**config.mk**
```make
export PLATFORM = sky130hd
export DESIGN_NAME = t0_tpdu_byte_tracker
export DESIGN_NICKNAME = d
export VERILOG_FILES = /design/src/sv/t0tb_pkg.sv /design/src/sv/t0_tpdu_byte_tracker.sv /design/src/sv/t0tb_step.sv
export SDC_FILE = /design/constraint.sdc
export NUM_CORES = 1
export LEC_CHECK = 0
export ABC_AREA = 1
export BUFFER_PORTS_ARGS = -buffer_cell sky130_fd_sc_hd__buf_2
export CORE_UTILIZATION = 45
export CTS_CLUSTER_DIAMETER = 150
export DETAILED_ROUTE_END_ITERATION = 12
export GPL_ROUTABILITY_DRIVEN = 0
export SYNTH_ARGS = -nofsm -noshare
export SYNTH_HDL_FRONTEND = slang
export SYNTH_SLANG_ARGS = --single-unit
```
**constraint.sdc**
```tcl
create_clock -name clock -period 3 [get_ports clock]
set_input_delay 0.15 -clock clock [delete_from_list [all_inputs] [get_ports clock]]
set_output_delay 0.15 -clock clock [all_outputs]
set_load 0.02 [all_outputs]
```
**src/sv/t0tb_pkg.sv**
```systemverilog
// Package for the T=0 TPDU byte tracker: phase and role codes, state and result structs.
// No dependencies; imported by t0tb_step and t0_tpdu_byte_tracker.
`default_nettype none

package t0tb_pkg;

   localparam int HEADER_BYTES = 5;
   localparam int POS_W        = 3;
   localparam int COUNT_W      = 9;

   localparam logic [7:0] NULL_BYTE   = 8'h60;
   localparam logic [7:0] NIBBLE_MASK = 8'hF0;
   localparam logic [7:0] SW1_NIB_6   = 8'h60;
   localparam logic [7:0] SW1_NIB_9   = 8'h90;
   localparam logic [7:0] ACK_ALL_ALT = 8'h01;
   localparam logic [7:0] ACK_ONE_XOR = 8'hFF;
   localparam logic [7:0] ACK_ONE_ALT = 8'hFE;

   localparam logic [COUNT_W-1:0] COUNT_MAX  = '1;
   localparam logic [COUNT_W-1:0] LEN_256    = 9'd256;
   localparam logic [POS_W-1:0]   POS_INS    = 3'd1;
   localparam logic [POS_W-1:0]   POS_P3     = 3'd4;
   localparam logic [POS_W-1:0]   POS_LAST   = POS_W'(HEADER_BYTES - 1);

   typedef enum logic [2:0] {
      PH_HEADER   = 3'd0,
      PH_PROC     = 3'd1,
      PH_SW2      = 3'd2,
      PH_DATA_ALL = 3'd3,
      PH_DATA_ONE = 3'd4
   } phase_type;

   typedef enum logic [3:0] {
      ROLE_CLA     = 4'd0,
      ROLE_INS     = 4'd1,
      ROLE_P1      = 4'd2,
      ROLE_P2      = 4'd3,
      ROLE_P3      = 4'd4,
      ROLE_NULL    = 4'd5,
      ROLE_ACK_ALL = 4'd6,
      ROLE_ACK_ONE = 4'd7,
      ROLE_DATA    = 4'd8,
      ROLE_SW1     = 4'd9,
      ROLE_SW2     = 4'd10
   } role_type;

   typedef struct packed {
      phase_type          phase;
      logic [POS_W-1:0]   hdr_pos;
      logic [7:0]         ins;
      logic [7:0]         len;
      logic [COUNT_W-1:0] count;
      logic [7:0]         sw1;
      logic               card;
   } tracker_state_type;

   typedef struct packed {
      logic [3:0]  byte_role;
      logic        protocol_error;
      logic        transaction_done;
      logic        card_is_sender;
      logic [7:0]  command_ins;
      logic [15:0] status_word;
   } result_type;

endpackage

`default_nettype wire

```
**src/sv/t0_tpdu_byte_tracker.sv**
```systemverilog
// A byte accepted at one edge has its result valid right after that edge.
// Throughput: one byte per cycle; the labeling logic is a single pass from tracker state
// and the incoming byte into the result register, which also updates the tracker state.
// A new byte is taken while a result waits whenever the downstream side takes it that cycle.
// Reset (synchronous, active high): header phase, position and counters zero, reader sends,
// result register empty.
`default_nettype none

module t0_tpdu_byte_tracker
   import t0tb_pkg::*;
(
   input  logic        clock,
   input  logic        reset,
   input  logic        req_valid,
   output logic        req_ready,
   input  logic [7:0]  req_line_byte,
   output logic        rsp_valid,
   input  logic        rsp_ready,
   output logic [3:0]  rsp_byte_role,
   output logic        rsp_protocol_error,
   output logic        rsp_transaction_done,
   output logic        rsp_card_is_sender,
   output logic [7:0]  rsp_command_ins,
   output logic [15:0] rsp_status_word
);

   tracker_state_type state_ff;
   tracker_state_type state_in;
   result_type        result_ff;
   result_type        result_in;
   logic              rsp_valid_ff;
   logic              accept;

   // Take a byte whenever the result slot is empty or being drained this cycle.
   assign req_ready = ~rsp_valid_ff | rsp_ready;
   assign accept    = req_valid & req_ready;

   t0tb_step u_step (
      .cur_state  (state_ff),
      .line_byte  (req_line_byte),
      .next_state (state_in),
      .result     (result_in)
   );

   // Advance the tracker state only on an accepted transaction.
   always_ff @(posedge clock) begin
      if (reset) begin
         state_ff.phase   <= PH_HEADER;
         state_ff.hdr_pos <= '0;
         state_ff.ins     <= '0;
         state_ff.len     <= '0;
         state_ff.count   <= '0;
         state_ff.sw1     <= '0;
         state_ff.card    <= 1'b0;
      end else if (accept) begin
         state_ff <= state_in;
      end
   end

   // Result register: load on accept, drop valid once the consumer takes it.
   always_ff @(posedge clock) begin
      if (reset) begin
         rsp_valid_ff <= 1'b0;
      end else if (accept) begin
         rsp_valid_ff <= 1'b1;
      end else if (rsp_ready) begin
         rsp_valid_ff <= 1'b0;
      end
   end

   // Payload needs no reset; hold it while stalled.
   always_ff @(posedge clock) begin
      if (accept) begin
         result_ff <= result_in;
      end
   end

   assign rsp_valid            = rsp_valid_ff;
   assign rsp_byte_role        = result_ff.byte_role;
   assign rsp_protocol_error   = result_ff.protocol_error;
   assign rsp_transaction_done = result_ff.transaction_done;
   assign rsp_card_is_sender   = result_ff.card_is_sender;
   assign rsp_command_ins      = result_ff.command_ins;
   assign rsp_status_word      = result_ff.status_word;

endmodule

`default_nettype wire

```
**src/sv/t0tb_step.sv**
```systemverilog
// Next-state and labeling logic for one observed byte of a T=0 exchange.
// Depends on t0tb_pkg.
`default_nettype none

module t0tb_step
   import t0tb_pkg::*;
(
   input  tracker_state_type cur_state,
   input  logic [7:0]        line_byte,
   output tracker_state_type next_state,
   output result_type        result
);

   logic [POS_W-1:0]   pos;
   logic [COUNT_W-1:0] count_inc;
   logic [COUNT_W-1:0] eff_len;
   logic               is_sw1;
   logic               is_ack_all;
   logic               is_ack_one;

   // header position wraps if it ever sits past the last header byte
   assign pos = (cur_state.phase == PH_HEADER && cur_state.hdr_pos <= POS_LAST) ?
                cur_state.hdr_pos : '0;
   assign count_inc = (cur_state.count == COUNT_MAX) ? COUNT_MAX : cur_state.count + 1'b1;
   assign eff_len = (cur_state.card && cur_state.len == 8'd0) ?
                    LEN_256 : {1'b0, cur_state.len};
   assign is_sw1 = ((line_byte & NIBBLE_MASK) == SW1_NIB_6) ||
                   ((line_byte & NIBBLE_MASK) == SW1_NIB_9);
   assign is_ack_all = (line_byte == cur_state.ins) ||
                       (line_byte == (cur_state.ins ^ ACK_ALL_ALT));
   assign is_ack_one = (line_byte == (cur_state.ins ^ ACK_ONE_XOR)) ||
                       (line_byte == (cur_state.ins ^ ACK_ONE_ALT));

   // next state
   always_comb begin
      next_state = cur_state;
      unique case (cur_state.phase)
         PH_PROC: begin
            if (line_byte == NULL_BYTE) begin
               next_state.phase = PH_PROC;
            end else if (is_sw1) begin
               next_state.sw1   = line_byte;
               next_state.phase = PH_SW2;
            end else if (is_ack_all) begin
               next_state.phase = PH_DATA_ALL;
            end else if (is_ack_one) begin
               next_state.phase = PH_DATA_ONE;
            end else begin
               next_state.card    = 1'b0;
               next_state.phase   = PH_HEADER;
               next_state.hdr_pos = '0;
               next_state.count   = '0;
            end
         end
         PH_SW2: begin
            next_state.card    = ~cur_state.card;
            next_state.phase   = PH_HEADER;
            next_state.hdr_pos = '0;
            next_state.count   = '0;
         end
         PH_DATA_ALL: begin
            next_state.count = count_inc;
            if (count_inc >= eff_len) begin
               next_state.phase = PH_PROC;
            end
         end
         PH_DATA_ONE: begin
            next_state.count = count_inc;
            next_state.phase = PH_PROC;
         end
         default: begin
            next_state.phase = PH_HEADER;
            if (pos == POS_INS) begin
               next_state.ins = line_byte;
            end
            if (pos == POS_P3) begin
               next_state.len = line_byte;
            end
            if (pos == POS_LAST) begin
               next_state.hdr_pos = '0;
               next_state.count   = '0;
               next_state.card    = ~cur_state.card;
               next_state.phase   = PH_PROC;
            end else begin
               next_state.hdr_pos = pos + 1'b1;
            end
         end
      endcase
   end

   // result fields
   always_comb begin
      result                  = '0;
      result.card_is_sender   = next_state.card;
      unique case (cur_state.phase)
         PH_PROC: begin
            if (line_byte == NULL_BYTE) begin
               result.byte_role = ROLE_NULL;
            end else if (is_sw1) begin
               result.byte_role = ROLE_SW1;
            end else if (is_ack_all) begin
               result.byte_role = ROLE_ACK_ALL;
            end else if (is_ack_one) begin
               result.byte_role = ROLE_ACK_ONE;
            end else begin
               result.protocol_error = 1'b1;
            end
         end
         PH_SW2: begin
            result.byte_role        = ROLE_SW2;
            result.transaction_done = 1'b1;
            result.command_ins      = cur_state.ins;
            result.status_word      = {cur_state.sw1, line_byte};
         end
         PH_DATA_ALL, PH_DATA_ONE: begin
            result.byte_role = ROLE_DATA;
         end
         default: begin
            result.byte_role = {1'b0, pos};
         end
      endcase
   end

endmodule

`default_nettype wire
```
# Word-level counts from Yosys, hierarchy flattened
# Cells that the tools add are included.
[op_classes]
n_mux = 37
addsub = 2
order_cmp = 2
n_reduce_logical = 18
n_div = 0
n_eq_ne = 19
mul = 0
bitwise_logic = 11
shifts = 0
[op_table]
columns = ["op", "n"]
rows = [
  ["$mux 9", 6],
  ["$mux 3", 12],
  ["$eq 8x8->1", 4],
  ["$pmux 9 s3", 1],
  ["$mux 18", 1],
  ["$mux 4", 3],
  ["$pmux 3 s4", 1],
  ["$pmux 4 s3", 1],
  ["$reduce_and 6->1", 2],
  ["$add 9x1->9 const B", 1],
  ["$eq 9x9->1 const B", 1],
  ["$ge 9x9->1", 1],
  ["$mux 1", 9],
  ["$pmux 3 s3", 1],
  ["$eq 8x7->1 const B", 1],
  ["$logic_not 8->1", 1],
  ["$mux 8", 1],
  ["$ne 2x2->1 const B", 4],
  ["$not 8->8", 1],
  ["$reduce_or 4->1", 2],
  ["$not 1->1", 7],
  ["$not 7->7", 1],
  ["$eq 3x1->1 const B", 2],
  ["$eq 3x2->1 const B", 2],
  ["18 further kinds", 23],
]
[totals]
ramBits = 0
out_inout_bits = 33
ff_bits = 72
rom_bits = 0
latchBits = 0
n_memories = 0

# Logic depth before layout (Yosys ltp)
# Gate-level depths: netlist of the first run.
[logic_depth]
word_depth = 8
mapped_depth = 14
depth_no_buf = 14

# Modules after synthesis
# From an unflattened synthesis of the first run, not the netlist that was laid out.
[unflattened]
hier_cells = 632
area_unflattened_um2 = 4420.5
[by_module_without_submodules]
columns = ["mod", "area_each_um2", "cells_per_inst", "n_inst", "seq_area_each_um2"]
rows = [
  ["t0_tpdu_byte_tracker", 2801.4, 299, 1, 1751.7],
  ["t0tb_step", 1619.1, 333, 1, 0.0],
]

# Worst setup path before layout of the first run
# No wires, ideal clock.
[synth_path]
path_kind = "reg-to-reg"
startpoint = "reg state_ff[9] (netlist bit)"
endpoint = "reg state_ff[37] (netlist bit)"
required_time_ns = 2.885
setup_ns = 0.115
synth_period_minus_slack_ns = 2.291
t_arrival_ns = 2.176
path_stages_with_launch = 14
path_buffers = 1
setup_slack_ns = 0.709
cell_sequence = "dfxtp_1 ha_1 nand2_1 nor2_1 nand3_1 clkbuf_1 nand2_1 ha_1 a21oi_1 o21ai_0 a21oi_1 nand4_1 a21oi_1 nor2_1"
[synth_via]
elab_chain_len = 5
[synth_lines]
columns = ["item", "line", "source"]
rows = [
  ["start: declaration", "t0_tpdu_byte_tracker.sv:27", "tracker_state_type state_ff;"],
  ["start signal: assignment", "t0_tpdu_byte_tracker.sv:56", "state_ff <= state_in;"],
  ["$add 9x1->9 / $eq 9x9->1 (equally long branches)", "t0tb_step.sv:24", "assign count_inc = (cur_state.count == COUNT_MAX) ? COUNT_MAX : cur_state.count + 1'b1;"],
  ["$mux 9 *", "t0tb_step.sv:24", ""],
  ["$ge 9x9->1 *", "t0tb_step.sv:63", "if (count_inc >= eff_len) begin"],
  ["$ne 2x1->1 (no source line) *", "n/a", ""],
  ["$reduce_and 2->1 (no source line) *", "n/a", ""],
]
# Mark *: on every way between the ends. The rest lies on a longest branch, timed or not.
# A chain may end at the register's enable or synchronous reset.

# Worst setup path after layout of the first run
# Same ends and word-level chain as after synthesis.

==> results of run 1 <==
## sequential cells by signal, indices dropped and copies added (netlist names)
register              count
rsp_protocol_error        1
rsp_command_ins           8
state_ff                 40
rsp_status_word          16
rsp_transaction_done      1
rsp_card_is_sender        1
rsp_valid                 1
rsp_byte_role             4
## Yosys cell counts
| cell type | n | share of area, % |
|---|---|---|
| inv_4 | 1 | 0.17 |
| inv_2 | 2 | 0.21 |
| or2_2 | 1 | 0.17 |
| nand3b_1 | 1 | 0.21 |
| nor4_1 | 1 | 0.17 |
| buf_4 | 4 | 0.82 |
| nand2_1 | 94 | 9.7 |
| ha_1 | 13 | 4.5 |
| buf_2 | 1 | 0.14 |
| nand2_2 | 2 | 0.34 |
| inv_1 | 67 | 6.9 |
| a211oi_1 | 4 | 0.82 |
| edfxtp_1 | 31 | 26 |
| nor3_1 | 5 | 0.69 |
| a21oi_2 | 1 | 0.24 |
| o211ai_1 | 1 | 0.21 |
| dfxtp_1 | 41 | 23 |
| clkbuf_1 | 8 | 0.82 |
| nor2_4 | 1 | 0.31 |
| xnor2_1 | 3 | 0.72 |
| nor3_4 | 1 | 0.45 |
| nand3_2 | 1 | 0.27 |
| o22ai_1 | 1 | 0.17 |
| nor2_8 | 1 | 0.55 |
| nand4_1 | 9 | 1.5 |
| nand2_4 | 5 | 1.5 |
| xor2_1 | 2 | 0.48 |
| o21ai_0 | 26 | 3.6 |
| nand3_1 | 34 | 4.7 |
| a21oi_1 | 48 | 6.6 |
| nor2_1 | 48 | 4.9 |
## metrics by stage
step,hold slack [ps],worst slack (ps),util (%),total power [µW]
6_report,95.99,382.4,54.03,2308
5_1_grt,124.4,107.2,54.03,2398
4_1_cts,86.39,321.0,53.96,2326
3_5_place_dp,444.2,332.3,50.82,1387
3_3_place_gp,443.5,440.8,50.82,1385
2_1_floorplan,340.2,709.0,-,1306
## routing by layer
metal	vias to the layer above	routed length, µm	GRT usage (%)
met4	0	145	8.984
met5	-	0	0
li1	1585	-	-
met2	58	3642	33.46
met1	1389	3787	25.94
met3	13	320	3.814
## power by group through the flow
stage	Combinational, µW	Clock [µW]	Sequential, µW
6_report	286	942	1080
5_1_grt	319	995	1080
4_1_cts	287	960	1080
3_5_place_dp	285	0	1100
3_3_place_gp	283	0	1100
2_1_floorplan	169	0	1140
## worst paths after layout
kind                     from            to  slack (ps)  depth (start not counted)
setup reg to reg  state_ff[9]  state_ff[37]         380                         13
setup / recovery  state_ff[9]  state_ff[37]         380                         13
hold reg to reg   state_ff[2]   state_ff[2]         460                          2
hold / removal      rsp_ready     rsp_valid         100                          4
## kinds of logic (layout without fill, tap and decap cells)
kind of cell | after synthesis | in the layout | synth area share [%]
AOI/OAI and AO/OA | 81 | 81 | 11.61
and+or+nand+nor | 204 | 204 | 25.56
xor gates and xnor gates | 5 | 5 | 1.203
buffers and inverters | 83 | 133 | 9.069
DFF | 72 | 72 | 48.09
adders and majority gates | 13 | 13 | 4.466
## area by class of cell
class,instances,area share [%]
clock buffer,10,3.041
clock inverter,6,2.773
inverter,70,6.321
multi-input combinational,303,37.30
sequential,72,41.74
tap,102,3.041
timing repair buffer,47,5.784
## worst min-delay path, cell delays in order
cell and delay, ps:
buf_2 70, inv_1 30, nand2_1 80, a21oi_1 70
## timing repair
| action | CTS | global route |
|---|---|---|
| setup endpoints to repair | 0 | 2 |
| resized for setup | 0 | 1 |
| setup buffers | 0 | 0 |
==> run summary, run 1 <==
worst vdd ir: 0.1868 mV
Root Driver: clkbuf_8
layout net count: 528
placed cell count: 594
Die Width: 91.97 µm
CTS Buf Count: 9
worst min path class: input port to flop
Placed Area: 3948 µm²
maxcap violations: 0
Setup crit start kind: flop
crit path buf inv count: 0
Sequential Area: 1752 µm²
hold-fix buffers at CTS: 0
Int Pwr: 1709 µW
Slowest-stage cell, CP: dfxtp_1
Mapped Area: 3642 µm²
Clock Power Share: 40.8%
Yosys reg bits: 72
cells after synthesis: 458
finished layout cell area: 4197 µm²
first-pass GRT wire length: 13370 µm
Synthesis Warnings: 0
NetSw: 599.7 µW
vias per cell: 4.992
CTS tree: done
remaining antenna violation count: 0
Fill cells: 752
WS Path Type: flop to flop
setup_tns: 0 ps
Post-DP HPWL: 5677 µm
clock buffer depth: 2
most common cell after layout, fill and taps aside: nand2_1
CTS HTree Levels: 3
die height: 91.97 µm
syn avg cell area: 7.952 µm²
combinational group share of total power: 12.4%
vias in the first global route: 2902
CP arrival: 2860 ps
DRC: 0
RSZ-0062 raised after global routing: no
final worst-path cycle share: 87.25%
Final setup viols: 0
Core ar.: 7767 µm²
min Tclk post-route: 2618 ps
CTS sink cnt: 72
initial core utilization: 46.89%
Seq pwr share: 46.8%
crit end category: flop
CP peak stage delay: 390 ps
switching share of power: 25.98%
initial drt markers: 118
drt wl/cell: 12.94 µm
LEAKAGE: 0.001875 µW
worst slew pin tran: 613.5 ps
Multi-input gate area: 1565 µm²
relative slew slack: 58.98%
worst-path cell chain: ha_1 -> nand2_1 -> nor2_1 -> nand3_1 -> xor2_1 -> nand2_1 -> ha_1 -> a21oi_1 -> o21ai_0 -> a21oi_1 -> nand4_1 -> a21oi_1 -> nor2_1
antenna violations before repair: 0
commonest cells after routing, fill and taps aside: nand2_1 (94), inv_1 (67), nor2_1 (48), a21oi_1 (48), buf_2 (44)
IO Pins: 45
most used cell, CP: a21oi_1
Net Count, Synth: 483
clk_skew: 9.100 ps
clock latency at the later pin of the worst-skew pair: 350 ps
Routed WL: 7895 µm
Slew Limit Fails: 0
final hold violation count: 0
CTS clk-pin slew, worst paths: 80 ps
share of layout cells above drive strength 1: 15.55%
Worst EP required: 3240 ps
largest net degree at the start of global routing: 31
grt ovf: 0
Achievable Freq: 0.3820 GHz
status: finished clean
# diodes: 0
IO Port Bufs: 44
register area share after synthesis: 48.09%
Area Overhead vs Synth: 15.22%
total power per unit cell area: 550.0 nW/µm²
Vias: 3045
row count: 32
Max Fanout on Critical Path: 6
Total GRT Usage: 20.32%
Cell Count, Final, Fillers Out: 610
library cells used by synthesis: 31
CP top delay family: simple AND/OR/NAND/NOR gates
die area: 8458 µm²
drt pass-1 iters: 4
Note: power is estimated with default switching activity, not from simulation.
==> run 2, diff against run 1 <==
--- a/config.mk
+++ b/config.mk
@@ -11,6 +11,7 @@
 export CTS_CLUSTER_DIAMETER = 150
 export DETAILED_ROUTE_END_ITERATION = 12
 export GPL_ROUTABILITY_DRIVEN = 0
+export HOLD_SLACK_MARGIN = 0.12
 export SYNTH_ARGS = -nofsm -noshare
 export SYNTH_HDL_FRONTEND = slang
 export SYNTH_SLANG_ARGS = --single-unit
==> run summary, run 2 (synthesis results as in run 1) <==
clock buffer depth: 2
crit path buf inv count: 0
worst min path class: input port to flop
CTS tree: done
status: finished clean
WS Path Type: flop to flop
initial core utilization: 46.89%
total power per unit cell area: 548.9 nW/µm²
clock latency at the later pin of the worst-skew pair: 350 ps
drt wl/cell: 12.92 µm
final hold violation count: 0
vias per cell: 4.980
IO Port Bufs: 44
CP top delay family: simple AND/OR/NAND/NOR gates
Core ar.: 7767 µm²
Final setup viols: 0
maxcap violations: 0
Root Driver: clkbuf_8
DRC: 0
most used cell, CP: nand2_1
worst vdd ir: 0.1856 mV
Total GRT Usage: 20.34%
Slowest-stage cell, CP: dfxtp_1
Placed Area: 3948 µm²
Die Width: 91.97 µm
largest net degree at the start of global routing: 31
max reg flops: 40
final worst-path cycle share: 86.98%
row count: 32
CTS sink cnt: 72
finished layout cell area: 4207 µm²
worst slew pin tran: 617.6 ps
post-layout total power: 2309 µW
vias in the first global route: 2908
share of layout cells above drive strength 1: 15.52%
initial drt markers: 122
most common cell after layout, fill and taps aside: nand2_1
die height: 91.97 µm
Fill cells: 751
Achievable Freq: 0.3832 GHz
RSZ-0062 raised after global routing: no
commonest cells after routing, fill and taps aside: nand2_1 (94), inv_1 (67), nor2_1 (48), a21oi_1 (48), buf_2 (44)
antenna violations before repair: 0
setup_tns: 0 ps
FF-to-FF setup slack: 390 ps
Worst EP required: 3290 ps
Slew Limit Fails: 0
CTS clk-pin slew, worst paths: 80 ps
drt pass-1 iters: 4
first-pass GRT wire length: 13390 µm
WP depth: 14
Top reg by flops: state_ff
# diodes: 0
Post-DP HPWL: 5677 µm
remaining antenna violation count: 0
CTS HTree Levels: 3
crit end category: flop
CP peak stage delay: 390 ps
CTS Buf Count: 9
IO Pins: 45
Max Fanout on Critical Path: 6
min Tclk post-route: 2609 ps
r2r worst-path depth: 14
clk_skew: 8.248 ps
worst-path cell chain: ha_1 -> nand2_1 -> nor2_1 -> nand3_1 -> xor2_1 -> nand2_1 -> ha_1 -> a21oi_1 -> o21ai_0 -> a21oi_1 -> nand4_1 -> nand3_1 -> nand2_1 -> nor2_1
die area: 8458 µm²
grt ovf: 0
Routed WL: 7892 µm
Area Overhead vs Synth: 15.49%
Vias: 3043
relative slew slack: 58.70%
CP arrival: 2900 ps
layout net count: 529
worst hold path depth: 3
Setup crit start kind: flop
LEAKAGE: 0.001879 µW
run 2: changes by cell type in the layout (fill, tap and decap cells not counted), sizes merged:
cell         previous run  this run
dlygate4sd3             0         1
run 2: area by class of cell:
cell class                 count  area [µm²]  share of cell area, %
timing repair buffer          48       252.7                  6.008
inverter                      70       265.3                  6.306
clock inverter                 6       116.4                  2.766
multi-input combinational    303        1565                  37.21
tap                          102       127.6                  3.034
sequential                    72        1752                  41.64
clock buffer                  10       127.6                  3.034
run 2: layer usage:
metal | part of all wire (%) | track usage [%] | routed length [µm]
met4 | 2.0 | 8.984 | 157
met2 | 46 | 33.52 | 3650
met1 | 48 | 25.94 | 3777
met3 | 3.9 | 3.814 | 306
met5 | 0 | 0 | 0
run 2: metrics by stage:
stage / hold slack [ps] / util, % / setup slack (ps) / cells
2_1_floorplan: 340.2 / - / 709.0 / 458
3_3_place_gp: 443.5 / 50.82 / 440.8 / 594
3_5_place_dp: 444.2 / 50.82 / 332.3 / 594
4_1_cts: 147.9 / 54.09 / 321.0 / 611
5_1_grt: 186.9 / 54.16 / 107.2 / 611
6_report: 159.7 / 54.16 / 390.6 / 611
run 2: timing repair:
action,CTS,global route
setup buffers,0,0
resized for setup,0,1
hold endpoints to repair,1,0
hold buffers,1,0
endpoints found under the setup margin,0,2
run 2: worst register-to-register path: cells and delay by family, from the launching register on:
kind                     cells  cell delay (ps)
AO/OA/AOI/OAI                3              350
XOR/XNOR                     1              210
adder cells (fa/ha/maj)      2              550
flip-flops                   1              390
AND/OR/NAND/NOR              8             1070
run 2: final timing paths:
check                         from           end
setup reg to reg       state_ff[9]  state_ff[37]
setup / recovery       state_ff[9]  state_ff[37]
hold / removal    req_line_byte[7]  state_ff[33]
hold reg to reg        state_ff[4]   state_ff[4]
run 2: power by group:
group	switching, µW	internal [µW]	total [µW]	leakage [µW]
Clock	383	559	942	0.000121
Combinational	200	87.5	287	0.00111
Sequential	16.0	1060	1080	0.000647
